`src/rtl/core/cba_pkg.sv`:
```
// Shared types and constants for the chunk bitmap allocator.
// No dependencies; used by the interfaces and every core module.
`timescale 1ns / 1ps
package cba_pkg;

  localparam logic [1:0] CMD_ALLOC  = 2'd0;
  localparam logic [1:0] CMD_RESIZE = 2'd1;
  localparam logic [1:0] CMD_FREE   = 2'd2;

  localparam logic [1:0] ST_OK      = 2'd0;
  localparam logic [1:0] ST_BAD     = 2'd1;
  localparam logic [1:0] ST_NO_RUN  = 2'd2;

  localparam int HEADER_BYTES  = 8;
  localparam int SEARCH_STRIDE = 8;

  typedef struct packed {
    logic [1:0]  cmd;
    logic [15:0] req_bytes;
    logic [7:0]  handle;
  } req_t;

  typedef struct packed {
    logic [7:0]  chunk_index;
    logic [1:0]  status;
    logic        moved;
    logic [15:0] old_bytes;
  } rsp_t;

endpackage

```
`src/rtl/core/cba_req_if.sv`:
```
// Valid/ready channel carrying one allocator request.
// Depends on cba_pkg.
`timescale 1ns / 1ps
interface cba_req_if;
  logic           valid;
  logic           ready;
  cba_pkg::req_t  payload;
  modport source (output valid, output payload, input ready);
  modport sink   (input valid, input payload, output ready);
endinterface

```
`src/rtl/core/cba_rsp_if.sv`:
```
// Valid/ready channel carrying one allocator response.
// Depends on cba_pkg.
`timescale 1ns / 1ps
interface cba_rsp_if;
  logic           valid;
  logic           ready;
  cba_pkg::rsp_t  payload;
  modport source (output valid, output payload, input ready);
  modport sink   (input valid, input payload, output ready);
endinterface

```
`src/rtl/core/chunk_bitmap_allocator.sv`:
```
// Chunk bitmap allocator top level: sequencer, bitmap and tag memories.
// Depends on cba_pkg, cba_req_if and cba_rsp_if.
//
//   channel   direction   payload                                    handshake
//   req       in          cmd, req_bytes, handle                     valid/ready
//   rsp       out         chunk_index, status, moved, old_bytes      valid/ready
//
// One request is processed at a time. After acceptance a request reads its
// size tag, then decides, then passes through the response state. The search
// tries run starts SEARCH_STRIDE apart, then the same at each further offset;
// each chunk visited passes through S_FETCH, where its bitmap address is
// presented, and S_CHECK, where its registered bit is checked, and each new
// start passes through S_NEXT. Runs are marked, and freed runs cleared, one
// chunk at a time. After reset a clearing pass writes zero to every bitmap
// entry, one per cycle, while req.ready stays low.
// The response sits in an output register; a new request is taken once the
// previous response has been handed off or while it is being taken.
`timescale 1ns / 1ps
module chunk_bitmap_allocator #(
  parameter int CHUNK_COUNT = 256,
  parameter int CHUNK_BYTES = 256
) (
  input  logic   clk,
  input  logic   rst,
  cba_req_if.sink   req,
  cba_rsp_if.source rsp
);

  localparam int AW = $clog2(CHUNK_COUNT);
  // Count wide enough to hold CHUNK_COUNT itself and any chunk need when CHUNK_BYTES is at least 9.
  localparam int CW = (AW + 1 > 13) ? AW + 1 : 13;

  // Division by CHUNK_BYTES is done as a multiply by a rounded-up reciprocal,
  // which is exact for every 17-bit dividend.
  localparam int          DIV_SH  = 17 + $clog2(CHUNK_BYTES);
  localparam logic [63:0] DIV_M64 =
    ((64'd1 << DIV_SH) + 64'(CHUNK_BYTES) - 64'd1) / 64'(CHUNK_BYTES);
  localparam logic [17:0] DIV_M   = DIV_M64[17:0];

  localparam cba_pkg::rsp_t RSP_BAD =
    '{chunk_index: 8'd0, status: cba_pkg::ST_BAD, moved: 1'b0, old_bytes: 16'd0};
  localparam cba_pkg::rsp_t RSP_NO_RUN =
    '{chunk_index: 8'd0, status: cba_pkg::ST_NO_RUN, moved: 1'b0, old_bytes: 16'd0};

  localparam logic [3:0] S_CLEAR  = 4'd0;
  localparam logic [3:0] S_IDLE   = 4'd1;
  localparam logic [3:0] S_TAG    = 4'd2;  // tag read issued
  localparam logic [3:0] S_DECIDE = 4'd3;
  localparam logic [3:0] S_CHECK  = 4'd4;  // scanning a candidate run
  localparam logic [3:0] S_MARK   = 4'd5;
  localparam logic [3:0] S_UNMARK = 4'd6;
  localparam logic [3:0] S_RESP   = 4'd7;
  localparam logic [3:0] S_NEXT   = 4'd8;  // advance search start
  localparam logic [3:0] S_FETCH  = 4'd9;  // bitmap read of pos issued

  logic [3:0]    state;
  cba_pkg::req_t cur;
  logic [CW-1:0] need, prev;
  logic [15:0]   tag_q;
  logic          grow;       // checking in-place growth rather than search
  logic [CW-1:0] start, off, pos, cnt;
  logic [CW-1:0] mstart, mlen, ustart, ulen;
  logic          mval, do_unmark, do_tag;
  logic [CW-1:0] tag_addr;
  cba_pkg::rsp_t res;
  logic          rsp_valid;

  // Bitmap memory: one write and one registered read per cycle.
  logic          bm [CHUNK_COUNT];
  logic          bm_rd;
  logic [AW-1:0] bm_raddr, bm_waddr;
  logic          bm_we, bm_wd;
  logic [15:0]   tags [CHUNK_COUNT];
  logic [15:0]   tag_rd;
  logic          tag_we;
  logic [AW-1:0] tag_waddr, tag_raddr;

  always_ff @(posedge clk) begin
    if (bm_we) bm[bm_waddr] <= bm_wd;
    bm_rd <= bm[bm_raddr];
    if (tag_we) tags[tag_waddr] <= cur.req_bytes;
    tag_rd <= tags[tag_raddr];
  end

  function automatic logic [CW-1:0] chunks_for(input logic [15:0] b);
    logic [16:0] s;
    logic [34:0] p;
    begin
      s = {1'b0, b} + 17'(cba_pkg::HEADER_BYTES);
      p = 35'(s) * 35'(DIV_M);
      chunks_for = CW'(p >> DIV_SH) + CW'(1);
    end
  endfunction

  wire [CW-1:0] n_cnt = CW'(CHUNK_COUNT);
  wire          accept = req.valid && req.ready;
  wire [CW-1:0] h_ext = CW'(cur.handle);
  wire [CW-1:0] tag_need = chunks_for(tag_rd);

  assign req.ready   = (state == S_IDLE) && (!rsp_valid || rsp.ready);
  assign rsp.valid   = rsp_valid;
  assign rsp.payload = res;
  assign tag_raddr   = AW'(cur.handle);
  assign bm_raddr    = AW'(pos);

  // Write port control.
  always_comb begin
    bm_we = 1'b0;
    bm_waddr = AW'(cnt);
    bm_wd = 1'b0;
    tag_we = 1'b0;
    tag_waddr = AW'(tag_addr);
    if (state == S_CLEAR) begin
      bm_we = 1'b1;
    end else if (state == S_MARK && cnt < mlen && mstart + cnt < n_cnt) begin
      bm_we = 1'b1;
      bm_waddr = AW'(mstart + cnt);
      bm_wd = mval;
    end else if (state == S_UNMARK && cnt < ulen && ustart + cnt < n_cnt) begin
      bm_we = 1'b1;
      bm_waddr = AW'(ustart + cnt);
    end
    if (state == S_RESP && do_tag) tag_we = 1'b1;
  end

  always_ff @(posedge clk) begin
    if (rst) begin
      state <= S_CLEAR;
      cnt <= '0;
      rsp_valid <= 1'b0;
    end else begin
      if (rsp_valid && rsp.ready) rsp_valid <= 1'b0;
      case (state)
        S_CLEAR: begin
          cnt <= cnt + 1'b1;
          if (cnt == n_cnt - 1'b1) state <= S_IDLE;
        end
        S_IDLE: begin
          if (accept) begin
            cur <= req.payload;
            need <= chunks_for(req.payload.req_bytes);
            state <= S_TAG;
          end
        end
        S_TAG: state <= S_DECIDE;
        S_DECIDE: begin
          tag_q <= tag_rd;
          prev <= tag_need;
          do_unmark <= 1'b0;
          cnt <= '0;
          case (cur.cmd)
            cba_pkg::CMD_ALLOC: begin
              do_tag <= 1'b0;
              if (cur.req_bytes == '0 || need >= n_cnt) begin
                res <= RSP_BAD;
                state <= S_RESP;
              end else begin
                res <= '0;
                grow <= 1'b0; start <= '0; off <= '0; pos <= '0;
                state <= S_FETCH;
              end
            end
            cba_pkg::CMD_RESIZE: begin
              if (h_ext >= n_cnt || need >= n_cnt) begin
                do_tag <= 1'b0;
                res <= RSP_BAD;
                state <= S_RESP;
              end else if (tag_need >= need) begin
                res <= '{chunk_index: cur.handle, status: cba_pkg::ST_OK,
                         moved: 1'b0, old_bytes: tag_rd};
                do_tag <= 1'b1; tag_addr <= h_ext;
                ustart <= h_ext + need;
                ulen <= tag_need - need;
                state <= S_UNMARK;
              end else if (need > n_cnt - h_ext) begin
                do_tag <= 1'b0;
                res <= '0;
                grow <= 1'b0; start <= '0; off <= '0; pos <= '0;
                state <= S_FETCH;
              end else begin
                do_tag <= 1'b0;
                res <= '0;
                grow <= 1'b1;
                start <= h_ext + tag_need;
                pos <= h_ext + tag_need;
                state <= S_FETCH;
              end
            end
            cba_pkg::CMD_FREE: begin
              do_tag <= 1'b0;
              if (h_ext >= n_cnt) begin
                res <= RSP_BAD;
                state <= S_RESP;
              end else begin
                res <= '{chunk_index: cur.handle, status: cba_pkg::ST_OK,
                         moved: 1'b0, old_bytes: 16'd0};
                ustart <= h_ext;
                ulen <= tag_need;
                state <= S_UNMARK;
              end
            end
            default: begin
              do_tag <= 1'b0;
              res <= RSP_BAD;
              state <= S_RESP;
            end
          endcase
        end
        // The address pos is presented here; its bit is in bm_rd next cycle.
        S_FETCH: state <= S_CHECK;
        S_CHECK: begin
          if (!grow && start + need > n_cnt) begin
            state <= S_NEXT;
          end else if (bm_rd) begin
            if (grow) begin
              grow <= 1'b0; start <= '0; off <= '0; pos <= '0;
              state <= S_FETCH;
            end else begin
              state <= S_NEXT;
            end
          end else if (pos + 1'b1 == start + (grow ? need - prev : need)) begin
            // Whole run free.
            mval <= 1'b1;
            mlen <= need;
            do_tag <= 1'b1;
            res.old_bytes <= (cur.cmd == cba_pkg::CMD_RESIZE) ? tag_q : '0;
            if (grow) begin
              mstart <= h_ext;
              tag_addr <= h_ext;
              res.chunk_index <= cur.handle;
            end else begin
              mstart <= start;
              tag_addr <= start;
              res.chunk_index <= start[7:0];
              if (cur.cmd == cba_pkg::CMD_RESIZE) begin
                res.moved <= 1'b1;
                do_unmark <= 1'b1;
                ustart <= h_ext;
                ulen <= prev;
              end
            end
            state <= S_MARK;
          end else begin
            pos <= pos + 1'b1;
            state <= S_FETCH;
          end
        end
        S_NEXT: begin
          if (start + CW'(cba_pkg::SEARCH_STRIDE) < n_cnt) begin
            start <= start + CW'(cba_pkg::SEARCH_STRIDE);
            pos <= start + CW'(cba_pkg::SEARCH_STRIDE);
            state <= S_FETCH;
          end else if (off + 1'b1 < CW'(cba_pkg::SEARCH_STRIDE)
                       && off + 1'b1 < n_cnt) begin
            off <= off + 1'b1;
            start <= off + 1'b1;
            pos <= off + 1'b1;
            state <= S_FETCH;
          end else begin
            res <= RSP_NO_RUN;
            do_tag <= 1'b0;
            state <= S_RESP;
          end
        end
        S_MARK: begin
          if (cnt + 1'b1 >= mlen) begin
            cnt <= '0;
            state <= do_unmark ? S_UNMARK : S_RESP;
          end else begin
            cnt <= cnt + 1'b1;
          end
        end
        S_UNMARK: begin
          if (cnt + 1'b1 >= ulen || ulen == '0) begin
            cnt <= '0;
            state <= S_RESP;
          end else begin
            cnt <= cnt + 1'b1;
          end
        end
        S_RESP: begin
          if (!rsp_valid) begin
            rsp_valid <= 1'b1;
            state <= S_IDLE;
          end
        end
        default: state <= S_IDLE;
      endcase
    end
  end

`ifndef SYNTHESIS
  a_no_accept_busy: assert property (@(posedge clk) disable iff (rst)
    (state != S_IDLE) |-> !req.ready) else $error("ready while busy");
  a_rsp_after_resp: assert property (@(posedge clk) disable iff (rst)
    (state == S_RESP && !rsp_valid) |=> rsp_valid) else $error("lost response");
  a_moved_ok: assert property (@(posedge clk) disable iff (rst)
    (rsp_valid && res.moved) |-> res.status == cba_pkg::ST_OK)
    else $error("moved with error");
  a_err_zero: assert property (@(posedge clk) disable iff (rst)
    (rsp_valid && res.status != cba_pkg::ST_OK) |-> res.chunk_index == '0)
    else $error("error index nonzero");
`endif

endmodule
```
`src/flat_wrapper.sv`:
```
// flat-port wrapper written by rule: the top's interface ports become plain ports
module chunk_bitmap_allocator_flat 
#(
  parameter int CHUNK_COUNT = 256,
  parameter int CHUNK_BYTES = 256
)
  (clk, rst, req_valid, req_payload, req_ready, rsp_valid, rsp_payload, rsp_ready);
  cba_req_if req_i ();
  cba_rsp_if rsp_i ();
  input  logic clk;
  input  logic rst;
  input wire logic [$bits(req_i.valid)-1:0] req_valid;
  input wire logic [$bits(req_i.payload)-1:0] req_payload;
  output wire logic [$bits(req_i.ready)-1:0] req_ready;
  output wire logic [$bits(rsp_i.valid)-1:0] rsp_valid;
  output wire logic [$bits(rsp_i.payload)-1:0] rsp_payload;
  input wire logic [$bits(rsp_i.ready)-1:0] rsp_ready;
  assign req_i.valid = req_valid;
  assign req_i.payload = req_payload;
  assign req_ready = req_i.ready;
  assign rsp_valid = rsp_i.valid;
  assign rsp_payload = rsp_i.payload;
  assign rsp_i.ready = rsp_ready;
  chunk_bitmap_allocator #(.CHUNK_COUNT(CHUNK_COUNT), .CHUNK_BYTES(CHUNK_BYTES)) u_core (.clk(clk), .rst(rst), .req(req_i), .rsp(rsp_i));
endmodule
```
`config.mk`:
```
export PLATFORM = sky130hd
export DESIGN_NAME = chunk_bitmap_allocator_flat
export DESIGN_NICKNAME = d
export VERILOG_FILES = /design/src/rtl/core/cba_pkg.sv /design/src/rtl/core/cba_req_if.sv /design/src/rtl/core/cba_rsp_if.sv /design/src/rtl/core/chunk_bitmap_allocator.sv /design/src/flat_wrapper.sv
export SDC_FILE = /design/constraint.sdc
export NUM_CORES = 2
export LEC_CHECK = 0
export BUFFER_PORTS_ARGS = -buffer_cell sky130_fd_sc_hd__buf_2
export CAP_MARGIN = 20
export CORE_MARGIN = 4
export CORE_UTILIZATION = 45
export DETAILED_ROUTE_END_ITERATION = 8
export PLACE_DENSITY = 0.66
export SLEW_MARGIN = 10
export SYNTH_ARGS = -nofsm -noshare
export SYNTH_HDL_FRONTEND = slang
export SYNTH_MEMORY_MAX_BITS = 65536
export SYNTH_SLANG_ARGS = --single-unit
export TNS_END_PERCENT = 10
```
`constraint.sdc`:
```
create_clock -name clk -period 13.29 [get_ports clk]
set_input_delay 0.6645 -clock clk [delete_from_list [all_inputs] [get_ports clk]]
set_output_delay 0.6645 -clock clk [all_outputs]
set_load 0.02 [all_outputs]
```
======== Word-level counts from Yosys, hierarchy flattened ========
Memories as Yosys holds them, arrays and structs flattened. A register that Yosys moved wholly into a read port is not among the register bits.
Index checks and enable logic that the tools add are counted.
W data, S select, Z words.
word-level totals
  register bits after elaboration ......... 215
  memory bits (writable) .................. 4352
  input bits .............................. 30
  output and inout bits ................... 29
  memories kept ........................... 2
cells by class
  $add $sub $neg .......................... 17
  magnitude comparators ................... 14
  equal/unequal tests ..................... 42
  multiplexer cells ....................... 128
  bitwise operators ....................... 3
  reductions and logical operators ........ 38
memories
  name         depth  bits a word  rd ports  clocked after memory_dff  wr ports  RTL line                      RTL
  u_core.tags  256    16           1         1                         1         chunk_bitmap_allocator.sv:73  logic [15:0] tags [CHUNK_COUNT];
  u_core.bm    256    1            1         1                         1         chunk_bitmap_allocator.sv:69  logic bm [CHUNK_COUNT];
operators by type and width
  operator                 count
  $mux W13                 36
  $pmux W13 S2             6
  $mux W27                 5
  $pmux W13 S3             3
  $mux W8                  13
  $pmux W27 S3             1
  $add A13 B13 Y13         4
  $lt A13 B9 Y1 const B    4
  $mux W4                  13
  $pmux W13 S4             1
  $mux W17                 3
  $pmux W17 S3             1
  $pmux W4 S10             1
  $add A13 B1 Y13 const B  3
  $ge A13 B13 Y1           3
  $mux W1                  35
  $add A16 B4 Y17 const B  2
  $add A8 B13 Y13          2
  $lt A13 B13 Y1           2
  $sub A13 B13 Y13         2
  $pmux W8 S3              1
  $add A9 B1 Y10 const B   2
  $ne A2 B2 Y1 const B     10
  $reduce_and A10 Y1       2
  other kinds (46)         87

======== Depth between registers and ports, before layout ========
  word-level depth ........................ 8
  gate-level depth with buffers ........... 22

======== Least setup slack after synthesis ========
Ideal clock, no wire load.
  path kind ............................... reg2reg
  start point ............................. register u_core.cnt[0]
  end point ............................... memory u_core.bm[0] (data pin)
  setup time .............................. 1575 ps
  data arrival time ....................... 8819 ps
  data required time ...................... 11715 ps
  setup slack ............................. 2896 ps
  cell stages (with the launch flop) ...... 9
  path through ............................ dfxtp_1 ha_1 fa_1 a21o_1 and4_1 o2111ai_1 a31oi_1 or3_1 a21oi_1
on the way
  word-level cells in the longest chain between the ends .. 5
ends and longest elaborated chain
  item                                                         RTL line                       RTL
  from (decl)                                                  chunk_bitmap_allocator.sv:61   logic [CW-1:0] start, off, pos, cnt;
  from (signal assigned)                                       chunk_bitmap_allocator.sv:135  cnt <= cnt + 1'b1;
  from (signal assigned)                                       chunk_bitmap_allocator.sv:270  cnt <= cnt + 1'b1;
  from (signal assigned)                                       chunk_bitmap_allocator.sv:278  cnt <= cnt + 1'b1;
  $add A13 B13 Y13 / $lt A13 B13 Y1 (equally long branches)    chunk_bitmap_allocator.sv:115  end else if (state == S_MARK && cnt < mlen && mstart + cnt < n_cnt) begin
  $lt A13 B9 Y1 / $logic_and A1 B1 Y1 (equally long branches)  chunk_bitmap_allocator.sv:115
  $logic_and A1 B1 Y1 (*)                                      chunk_bitmap_allocator.sv:115
  $mux W1 (*)                                                  chunk_bitmap_allocator.sv:115
  $mux W1 (*)                                                  chunk_bitmap_allocator.sv:113  if (state == S_CLEAR) begin
  net u_core.bm_wd                                             chunk_bitmap_allocator.sv:72   logic bm_we, bm_wd;
  to (decl)                                                    chunk_bitmap_allocator.sv:69
The timed path passes the listed nets; every way through them passes the cells marked *.

======== Worst setup path in the final report ========
  start point ............................. register u_core.need[1]
  end point ............................... register u_core.ustart[5] (enable)
on the way
  word-level cells in the longest chain between the ends .. 6
ends and longest elaborated chain
  item                                     RTL line                       RTL
  from (decl)                              chunk_bitmap_allocator.sv:58   logic [CW-1:0] need, prev;
  from (signal assigned)                   chunk_bitmap_allocator.sv:141  need <= chunks_for(req.payload.req_bytes);
  $sub A13 B13 Y13                         chunk_bitmap_allocator.sv:221  end else if (pos + 1'b1 == start + (grow ? need - prev : need)) begin
  $mux W13                                 chunk_bitmap_allocator.sv:221
  $add A13 B13 Y13                         chunk_bitmap_allocator.sv:221
  $eq A13 B13 Y1                           chunk_bitmap_allocator.sv:221
  $ne A2 B1 Y1 (no source line)            --
  $reduce_and A11 Y1 (no source line) (*)  --
  to (signal assigned)                     chunk_bitmap_allocator.sv:172  ustart <= h_ext + need;
  to (signal assigned)                     chunk_bitmap_allocator.sv:197  ustart <= h_ext;
  to (signal assigned)                     chunk_bitmap_allocator.sv:238  ustart <= h_ext;
  to (decl)                                chunk_bitmap_allocator.sv:62   logic [CW-1:0] mstart, mlen, ustart, ulen;
Every way passes the cells marked *; elsewhere a longest branch is shown, timed or not.
A chain may end at the register's enable or synchronous reset.

==> out/summary.txt <==
worst relative slew slack: 9.696%
Placed Instances: 13700
Total Power: 30.86 mW
fin cells: 14590
htree depth: 5
vias in the first global route: 89430
vias per std cell: 6.135
total die area: 0.4159 sq mm
Post-Synthesis Cell Area: 0.1826 sq mm
total gr overflow: 0
Core Box Area: 0.4035 sq mm
CP cell instances: ha_1, nor2b_1, o21ai_0, a21boi_0, o21ai_0, a21boi_0, o21ai_0, a21boi_0, o21ai_0, mux2i_1, o211ai_1, ha_1, a21oi_1, nor2b_1, o21a_1, a311oi_1, xnor2_1, xnor2_1, nor4_1, a31o_2, and2_1
CP Class: reg -> reg
Layout area overhead: 12.87%
crit path DAT: 7.37 ns
worst-skew pair later-pin latency: 1.00 ns
final net count: 8964
Crit path depth: 21
initial DRC count: 12520
setup violators final: 0
cell mode on critical path: o21ai_0
Worst Path Required: 13.88 ns
status: complete, no violations
P per Cell Area: 149.7 mW/mm^2
Die W: 644.9 um
Die Ht: 644.9 um
drt first pass iters: 8
R2R Path Start: u_core.need[1]$_DFFE_PP_
number of synthesized register bits: 4573
Worst path slowest cell: nor4_1
period utilization: 51.01%
maximum vdd drop: 0.1371 mV
CP Launch Point: u_core.need[1]$_DFFE_PP_
final wirelength: 457500 um
RSZ-0062 raised after global routing: false
FFs w/ async S/R, synth: 0%
port bufs: 58
CP Launch Type: flop
Post-CTS Setup Repair Bufs: 0
Synth Warn #: 0
Netlist cell types: 89
hold buffer count at CTS: 27
leakage power figure: 63.67 nW
Clk pin slew, worst setup/hold paths: 0.07 ns
row cnt: 233
max cap viols: 0
DRC viols: 0
Vias: 89480
Post-CTS Resized: 0
Wirelength per Cell: 31.37 um
Sequential Area: 0.1370 sq mm
first-pass GRT wire length: 656300 um
dpl hpwl: 262200 um
ANT nets after route: 0
number of fill cells in the layout: 31060
Initial Util: 45.25%
Multi-input gate area: 0.04357 sq mm
final count of hold timing violations: 0
IO Pins: 59
EDFF count, synth: 4538
largest net degree at the start of global routing: 240
worst slew pin tran: 1.355 ns
reg-to-reg setup timing slack: 6.51 ns
CP bufs+invs: 0
CTS sink count: 4573
achievable frequency: 147.5 MHz
Total Routing Usage GR: 21.75%
skew final: 0.08740 ns
post-layout min period: 6.779 ns
antenna violations before repair: 36
sequential area share after synthesis: 75.03%
end point of the critical path: u_core.ustart[5]$_DFFE_PP_
Setup crit end kind: flop
Avg Inst Size Synth: 21.98 sq um
Main synth FF type: edfxtp_1
fraction of layout cells with a size suffix above 1: 29.16%
maximum fanout along the worst path: 24
setup_tns: 0 ns
total CTS buffers: 442
Clock Path Buffers: 4
CP peak stage delay: 0.89 ns
R2R depth: 21
worst hold path type: in -> reg
pins over their slew limit: 0
RePlAce Congestion: 0.9068
CP delay by family, top: compound AO/OA/AOI/OAI gates
worst r2r dst: u_core.ustart[5]$_DFFE_PP_
CTS Root Cell: clkbuf_16
CTS tree: yes
Cells after Synth: 8306
## cell usage after synthesis (7+ instances only)
cell | instances | area share [%]
xnor2_1 | 81 | 0.39
mux2_2 | 7 | 0.043
or4_1 | 12 | 0.049
a211oi_1 | 14 | 0.058
ha_1 | 145 | 0.99
mux4_2 | 1445 | 18
a21o_1 | 40 | 0.16
edfxtp_1 | 4538 | 75
nor3_1 | 109 | 0.30
inv_1 | 99 | 0.20
buf_6 | 8 | 0.049
a21oi_1 | 93 | 0.25
and2_1 | 10 | 0.034
o211ai_1 | 10 | 0.041
a31oi_1 | 13 | 0.045
nor2_2 | 46 | 0.16
a221o_1 | 7 | 0.038
clkbuf_1 | 337 | 0.69
buf_1 | 90 | 0.19
nand3_1 | 54 | 0.15
o21a_1 | 22 | 0.090
nor4_1 | 27 | 0.093
nor2_1 | 498 | 1.0
o21bai_1 | 15 | 0.062
o221ai_1 | 10 | 0.048
nand4_1 | 22 | 0.075
a22oi_1 | 7 | 0.029
o22ai_1 | 7 | 0.024
a22o_1 | 33 | 0.16
o21ai_0 | 57 | 0.16
xor2_1 | 46 | 0.22
nand2_1 | 132 | 0.27
fa_1 | 8 | 0.088
nor2b_1 | 35 | 0.12
and3_1 | 29 | 0.099
mux2i_1 | 10 | 0.055
nand2b_1 | 16 | 0.055
buf_2 | 23 | 0.063
or3_1 | 14 | 0.048
dfxtp_1 | 35 | 0.38
## layout by cell type, fill, tap and decap left out, types with 29 or more instances in the layout
cell type	n
nand3_1	49
nor2_2	86
inv_1	99
edfxtp_1	4538
and3_1	29
xnor2_1	81
nor3_1	108
a21oi_1	91
clkbuf_16	445
o21ai_0	57
buf_2	58
bufinv_16	44
nand2_1	120
clkbuf_1	86
nor2_1	457
mux4_2	1445
a21o_1	40
nor2b_1	35
clkinv_2	86
buf_4	368
clkinv_1	113
ha_1	145
xor2_1	46
dfxtp_1	35
a22o_1	33
## how the worst min path moves through the flow
stage	startpoint	to	slack, ns	cells after the start
after global routing	rst	u_core.rsp.valid$_SDFF_PP0_	0.11	2
after global placement	u_core.tag_rd[4]$_DFF_P_	u_core.tag_q[4]$_DFFE_PP_	0.46	0
after floorplan	u_core.tag_rd[0]$_DFF_P_	u_core.tag_q[0]$_DFFE_PP_	0.41	0
after CTS	rst	u_core.rsp.valid$_SDFF_PP0_	0.05	2
final	rst	u_core.rsp.valid$_SDFF_PP0_	0.13	2
after detailed placement	u_core.tag_rd[4]$_DFF_P_	u_core.tag_q[4]$_DFFE_PP_	0.46	0
## routing by layer
metal  global-route usage [%]  up-vias  part of all wire (%)
met5                        0        -                 0.016
met1                    31.36    47970                    40
li1                         -    36020                     -
met2                    33.88     4716                    47
met4                    6.062       10                   3.1
met3                    4.587      772                   9.8
## layout make-up
cell class | instances | share of cell area [%]
sequential | 4573 | 66.47
multi-input combinational | 3173 | 21.14
clock buffer | 532 | 5.567
tap | 5405 | 3.282
timing repair buffer | 491 | 1.986
clock inverter | 291 | 1.344
inverter | 100 | 0.1822
antenna | 21 | 0.02550
## cells by family after synthesis
logic type,count (synthesis),synth area share (%)
flip-flops,4573,75.03
multiplexers,1462,17.92
AND/OR/NAND/NOR,1050,2.698
buffers and inverters,562,1.226
AO/OA/AOI/OAI,376,1.413
adder cells (fa/ha/maj),154,1.087
XOR/XNOR,128,0.6216
other,1,0.002054
## sequential cells by signal, indices dropped and copies added (netlist names), 11 cells and up
register	cells
u_core.off	13
u_core.rsp.payload	27
u_core.cnt	13
u_core.tags	4096
u_core.pos	13
u_core.bm	256
u_core.start	13
u_core.tag_q	16
u_core.mstart	13
u_core.ulen	13
u_core.tag_rd	16
u_core.ustart	11
u_core.cur	18
## where the power goes
| group | leakage (nW) | switching (mW) | internal, mW | total (mW) |
|---|---|---|---|---|
| Sequential | 40.6 | 0.0910 | 16.0 | 16.1 |
| Clock | 6.94 | 5.33 | 7.01 | 12.3 |
| Combinational | 16.2 | 1.53 | 0.911 | 2.44 |
## through the flow
stage	hold slack [ns]	area [sq um]	worst slack, ns	utilization, %
finish	0.1296	206100	6.511	51.07
global route	0.1133	206000	5.897	51.06
CTS	0.05332	205700	6.618	50.98
detailed placement	0.4598	191200	6.650	47.39
global placement	0.4555	191100	6.575	47.36
floorplan	0.4086	182600	2.896	-
Power figures use the tool's default switching activity.
